==> src/rtl/iaef_pkg.sv <==
`default_nettype none
package iaef_pkg;

  localparam int unsigned XLEN      = 64;
  localparam int unsigned HALF      = XLEN / 2;
  localparam int unsigned REG_COUNT = 32;
  localparam int unsigned IDX_W     = $clog2(REG_COUNT);
  localparam int unsigned IMM_W     = 12;
  localparam int unsigned IMM_SHIFT = 12;
  localparam int unsigned SIGN_BIT  = 63;

  localparam logic [IDX_W-1:0] ZERO_REG = IDX_W'(31);
  localparam logic [XLEN-1:0]  PC_STEP  = XLEN'(4);

  typedef enum logic [3:0] {
    KIND_ADDS_REG = 4'd0,
    KIND_ADDS_IMM = 4'd1,
    KIND_SUBS_REG = 4'd2,
    KIND_SUBS_IMM = 4'd3,
    KIND_ANDS     = 4'd4,
    KIND_EOR      = 4'd5,
    KIND_ORR      = 4'd6,
    KIND_SUB_IMM  = 4'd7,
    KIND_SUB_REG  = 4'd8,
    KIND_ADD_IMM  = 4'd9,
    KIND_ADD_REG  = 4'd10,
    KIND_MUL      = 4'd11
  } kind_t;

  typedef struct packed {
    logic [XLEN-1:0] alu;
    logic [XLEN-1:0] p_ll;
    logic [HALF-1:0] p_lh;
    logic [HALF-1:0] p_hl;
  } alu_res_t;

  function automatic logic kind_valid(input kind_t k);
    return k inside {[KIND_ADDS_REG:KIND_MUL]};
  endfunction

  function automatic logic sets_flags(input kind_t k);
    return k inside {KIND_ADDS_REG, KIND_ADDS_IMM, KIND_SUBS_REG, KIND_SUBS_IMM, KIND_ANDS};
  endfunction

  function automatic logic uses_imm(input kind_t k);
    return k inside {KIND_ADDS_IMM, KIND_SUBS_IMM, KIND_SUB_IMM, KIND_ADD_IMM};
  endfunction

  function automatic logic is_sub(input kind_t k);
    return k inside {KIND_SUBS_REG, KIND_SUBS_IMM, KIND_SUB_IMM, KIND_SUB_REG};
  endfunction

endpackage
`default_nettype wire

==> src/rtl/iaef_regfile.sv <==
`default_nettype none
module iaef_regfile (
  input  wire logic                       clk,
  input  wire logic                       rst_n,
  input  wire logic [iaef_pkg::IDX_W-1:0] rd_addr_a,
  input  wire logic [iaef_pkg::IDX_W-1:0] rd_addr_b,
  input  wire logic                       wr_en,
  input  wire logic [iaef_pkg::IDX_W-1:0] wr_addr,
  input  wire logic [iaef_pkg::XLEN-1:0]  wr_data,
  output logic      [iaef_pkg::XLEN-1:0]  rd_data_a,
  output logic      [iaef_pkg::XLEN-1:0]  rd_data_b
);
  import iaef_pkg::*;

  logic [XLEN-1:0]      mem [REG_COUNT];
  logic [REG_COUNT-1:0] vld_r;
  logic [XLEN-1:0]      data_a_r;
  logic [XLEN-1:0]      data_b_r;
  logic                 vld_a_r;
  logic                 vld_b_r;

  always_ff @(posedge clk) begin
    if (wr_en) begin
      mem[wr_addr] <= wr_data;
    end
    data_a_r <= mem[rd_addr_a];
    data_b_r <= mem[rd_addr_b];
  end

  always_ff @(posedge clk) begin
    if (!rst_n) begin
      vld_r   <= '0;
      vld_a_r <= 1'b0;
      vld_b_r <= 1'b0;
    end else begin
      if (wr_en) begin
        vld_r[wr_addr] <= 1'b1;
      end
      vld_a_r <= vld_r[rd_addr_a];
      vld_b_r <= vld_r[rd_addr_b];
    end
  end

  // unwritten entries, register 31 included, read zero
  assign rd_data_a = vld_a_r ? data_a_r : '0;
  assign rd_data_b = vld_b_r ? data_b_r : '0;

endmodule
`default_nettype wire

==> config.mk <==
export PLATFORM = sky130hd
export DESIGN_NAME = iaef_regfile
export DESIGN_NICKNAME = d
export VERILOG_FILES = /design/src/rtl/iaef_pkg.sv /design/src/rtl/iaef_regfile.sv
export SDC_FILE = /design/constraint.sdc
export NUM_CORES = 2
export LEC_CHECK = 0
export ABC_AREA = 0
export BUFFER_PORTS_ARGS = -buffer_cell sky130_fd_sc_hd__buf_4
export CORE_ASPECT_RATIO = 1.5
export CORE_MARGIN = 3
export CORE_UTILIZATION = 25
export DETAILED_ROUTE_END_ITERATION = 8
export PLACE_DENSITY_LB_ADDON = 0.3
export SLEW_MARGIN = 20
export SYNTH_ARGS = -nofsm -noshare
export SYNTH_HDL_FRONTEND = slang
export SYNTH_SLANG_ARGS = --single-unit
==> constraint.sdc <==
create_clock -name clk -period 9.8 [get_ports clk]
set_clock_uncertainty 0.1 [all_clocks]
set_input_delay 1.47 -clock clk [delete_from_list [all_inputs] [get_ports clk]]
set_output_delay 1.47 -clock clk [all_outputs]
set_load 0.005 [all_outputs]
After elaboration in Yosys (flattened, before gate mapping):

Memory sizes are Yosys's and may differ from the RTL's. A register that Yosys moved wholly into a read port is not among the register bits.
Cells that the tools add are included.
Widths: inputs -> output; s select.

* logic and storage cells: 20
* bits of input ports: 82
* output and inout port bits: 128
* flip-flop bits (word level): 34
* memory bits (writable): 2048
* memories: 1

Memory list
* mem: words 32, width 64, rd ports 2, clocked after Yosys merged registers in 2, write ports 1, RTL line iaef_regfile.sv:15 `logic [XLEN-1:0] mem [REG_COUNT];`

* reduce and logical (&&, ||, !) cells: 1
* $lt $le $gt $ge: 4
* bitwise gates (word level): 1
* multiplexer cells: 10

Operators with widths (number)
* $mux 64: 2
* $or 32x32->32: 1
* $lt 5x6->1 const B: 3
* $bmux 1 s5: 2
* $demux 1 s5: 1
* $ge 5x1->1 const B: 1
* $mux 1: 5
* $logic_and 1x1->1: 1

Longest topological paths before layout:

* depth after elaboration: 5
* gate-level depth with buffers: 9
* depth with buffers taken out: 5

Worst setup path after synthesis:

Ideal clock, no wire load.

* kind: input to register
* from: in wr_addr[0] (netlist bit)
* to: mem mem[12][0] (enable)
* library setup time: 488 ps
* path buffers: 1
* slack: 4375 ps
* required time: 9212 ps
* data arrival time: 4837 ps
* stages: 3
* cell sequence: or3b_2 > clkbuf_1 > nor2_1

RTL lines
* start: declaration: RTL line iaef_regfile.sv:8 `input wire logic [iaef_pkg::IDX_W-1:0] wr_addr,`
* end: declaration: RTL line iaef_regfile.sv:15

Straight into the memory's write port.

Worst setup path after layout:

* from: reg vld_a_r
* to: out rd_data_a[3] (netlist bit)

* longest elaborated chain between the ends: 1

Ends and longest elaborated chain
* start: declaration: RTL line iaef_regfile.sv:19 `logic vld_a_r;`
* start signal: assignment: RTL line iaef_regfile.sv:39 `vld_a_r <= vld_r[rd_addr_a];`
* $mux 64: RTL line iaef_regfile.sv:45 `assign rd_data_a = vld_a_r ? data_a_r : '0;`
* end: declaration: RTL line iaef_regfile.sv:10 `output logic [iaef_pkg::XLEN-1:0] rd_data_a,`

No other way between the ends.

==> results.md <==
- Status: complete, no violations
- Crit Path Max Fanout: 36
- Distinct cells, synth: 29
- Slowest-stage cell, CP: dfxtp_4
- Gr usage total: between 10% and 20%
- GP Congestion: 0.727
- Psw: between 0.004 and 0.005 W
- First-pass GRT wire length: 439000 microns
- Final Critical Period: 4620 ps
- Arr. time, crit path: 3050 ps
- Final Hold Vio Count: 0
- Post-Synthesis Cells: 4227
- Avg Synthesized Cell Area: 23.2 sq um
- Clk slew on worst S/H paths: 60 ps
- Postcts setup bufs: 0
- First DRT Iteration DRCs: 4707
- Hold depth: 1
- Post-route ant nets: 0
- Logic pwr share: 7.3%
- Routed WL: 314000 microns
- Post-CTS sizing: 0
- Mapped Area: 98300 sq um
- H-tree depth: 4
- Final-report setup violation count: 0
- F_max: around 220 MHz
- Drt first pass iters: 7
- Io pins: 210
- Clock sink total: 2210
- Synth warnings: 0
- Final worst path period share: 47.1%
- Port Buffers: approximately 210
- Setup TNS: 0 ps
- R2R depth: 3
- Effective utilization at floorplan: between 20% and 30%
- CTS max path bufs: 4
- Syn_nets: 4309
- RSZ-0062 raised after global routing: no
- WHS: 388 ps
- GRT overflow: 0
- Switching share of power: 22.2%
- Vias in the first global route: 53300
- Nets: 4521
- Per-cell routed wire length: 31.8 microns
- Yosys reg bits: 2210
- Vias per Instance: around 5.0
- CP Class: reg -> out
- CTS hold repair buffers: 0
- Layout cells sized above 1: 45.3%
- Root buf cell: clkbuf_16
- Layout area overhead: 15.4%
- Sequential fraction of design power: 51.3%
- Tightest Hold Check Type: reg -> reg
- Static Leak: 34.5 nW
- Fin. max-slew vios: 0
- Element type at the critical path end: output pin
- Internal Power: 0.0160 W
- DRC Markers: 0
- Largest net degree at the start of global routing: roughly 130
- Startpoint Class: flip-flop
- Slew margin rel.: 25.6%
- Die area: 401000 sq um
- Worst path depth: 3
- Critical path, cell by cell: buf_4 -> and2_1 -> buf_4
- Max cap viols: 0
- Num CTS Buffers: 210
- Hpwl dp: 166000 microns
- Worst slew pin tran: 1120 ps
- CTS tree: yes
- Slowest stage delay, CP: 860 ps
- Die Height: 774 microns
- Post-layout util: just under 30%
- Critical Path RT: 8230 ps
- CP top delay family: flip-flops
- Core ar.: 391000 sq um
- Sequential cell area fraction in the yosys report: 65.9%
- Antenna violations before repair: 45
- Via count: 48900
- PwrDens: around 180 nW/um^2
- Power Total: 0.0206 W
- Buf/Inv on CP: 2
- Worst-Skew Late Latency: 890 ps
- Die width: 518 microns
- Cell Rows: 281
- Maximum VDD drop: 0.000151 V
- Worst path most repeated cell: buf_4
- Clock Power Share: 41.4%
## placed cells by master, fill, tap and decap left out, drive strengths merged
cell type and instances:
or3b 3, or3 1, clkinvlp 11, nand2 6, a22oi 1, o21a 32
mux2 126, and2 128, clkbuf 272, edfxtp 2048, diode 15, o31ai 1
o22ai 13, nand3b 6, or2 1, mux4 1280, nand2b 5, bufinv 26
buf 327, inv 4, dfxtp 162, nor2b 1, nand3 5, mux2i 31
a31o 1, nor2 37, a21oi 1, clkinv 67, o21ai 1, nor3 10
## layout make-up
cell class | count | area [sq um]
repair buffers | 327 | 2730
well taps | 5235 | 6550
fillers | 38000 | 278000
clock inverters | 108 | 1290
flip-flops and latches | 2210 | 64700
clock buffers | 272 | 5750
diodes | 15 | 37.5
multi-input cells | 1690 | 32300
## cell families (layout without fill, tap and decap cells)
kind of cell / count (synthesis) / in the layout / synth area share [%]
flip-flops: 2210 / 2210 / 65.9
multiplexers: 1437 / 1437 / 31.1
buffers and inverters: 327 / 707 / 1.48
AND/OR/NAND/NOR: 203 / 203 / 1.18
AO/OA/AOI/OAI: 50 / 50 / 0.362
other: 0 / 15 / 0
## worst paths after layout
kind | startpoint | end | slack, ps
max | vld_a_r | rd_data_a[3] | 5180
min | vld_r[30] | vld_r[30] | 390
max reg2reg | mem[3][57] | data_b_r[57] | 7770
min reg2reg | vld_r[30] | vld_r[30] | 390
## flip-flops by register name, indices dropped and copies added (netlist names)
signal    flops
data_b_r     64
vld_r        32
vld_b_r       1
data_a_r     64
mem        2048
vld_a_r       1
## cells in the mapped netlist (all sizes together)
| master | instances | area [sq um] |
|---|---|---|
| edfxtp | 2048 | 61500 |
| mux4 | 1280 | 28800 |
| clkbuf | 209 | 785 |
| dfxtp | 162 | 3240 |
| and2 | 128 | 801 |
| mux2 | 126 | 1420 |
| buf | 118 | 673 |
| nor2 | 37 | 139 |
| o21a | 32 | 240 |
| mux2i | 31 | 310 |
| o22ai | 13 | 81.3 |
| nor3 | 10 | 50.1 |
| nand2 | 6 | 22.5 |
| nand3b | 6 | 45.0 |
| nand2b | 5 | 31.3 |
| nand3 | 5 | 25.0 |
| or3b | 3 | 26.3 |
| a21oi | 1 | 5.00 |
| a22oi | 1 | 7.51 |
| a31o | 1 | 8.76 |
| nor2b | 1 | 6.26 |
| o21ai | 1 | 5.00 |
| o31ai | 1 | 7.51 |
| or2 | 1 | 6.26 |
| or3 | 1 | 6.26 |
## metrics by stage
step	setup slack, ps	cells	area, sq um
2_1_floorplan	4380	4227	98300
3_3_place_gp	4700	9460	106000
3_5_place_dp	4590	9460	106000
4_1_cts	4880	9840	113000
5_1_grt	5000	9849	113000
6_report	5180	9857	113000
## routing by layer
metal / GRT usage, % / part of all wire, %
met1: 19.9 / 40
met2: 26.5 / 51
met3: 2.77 / 6.0
met4: 4.12 / 2.6
met5: 0 / 0.059
## power groups by stage
stage / Sequential [W] / Clock (W) / Combinational, W
final: 0.0106 / 0.00852 / 0.00151
after global routing: 0.0106 / 0.00907 / 0.00161
after CTS: 0.0106 / 0.00873 / 0.00154
after detailed placement: 0.0108 / 0 / 0.00154
after global placement: 0.0108 / 0 / 0.00153
after floorplan: 0.0107 / 0 / 0.00100
Note: power is estimated with default switching activity, not from simulation.
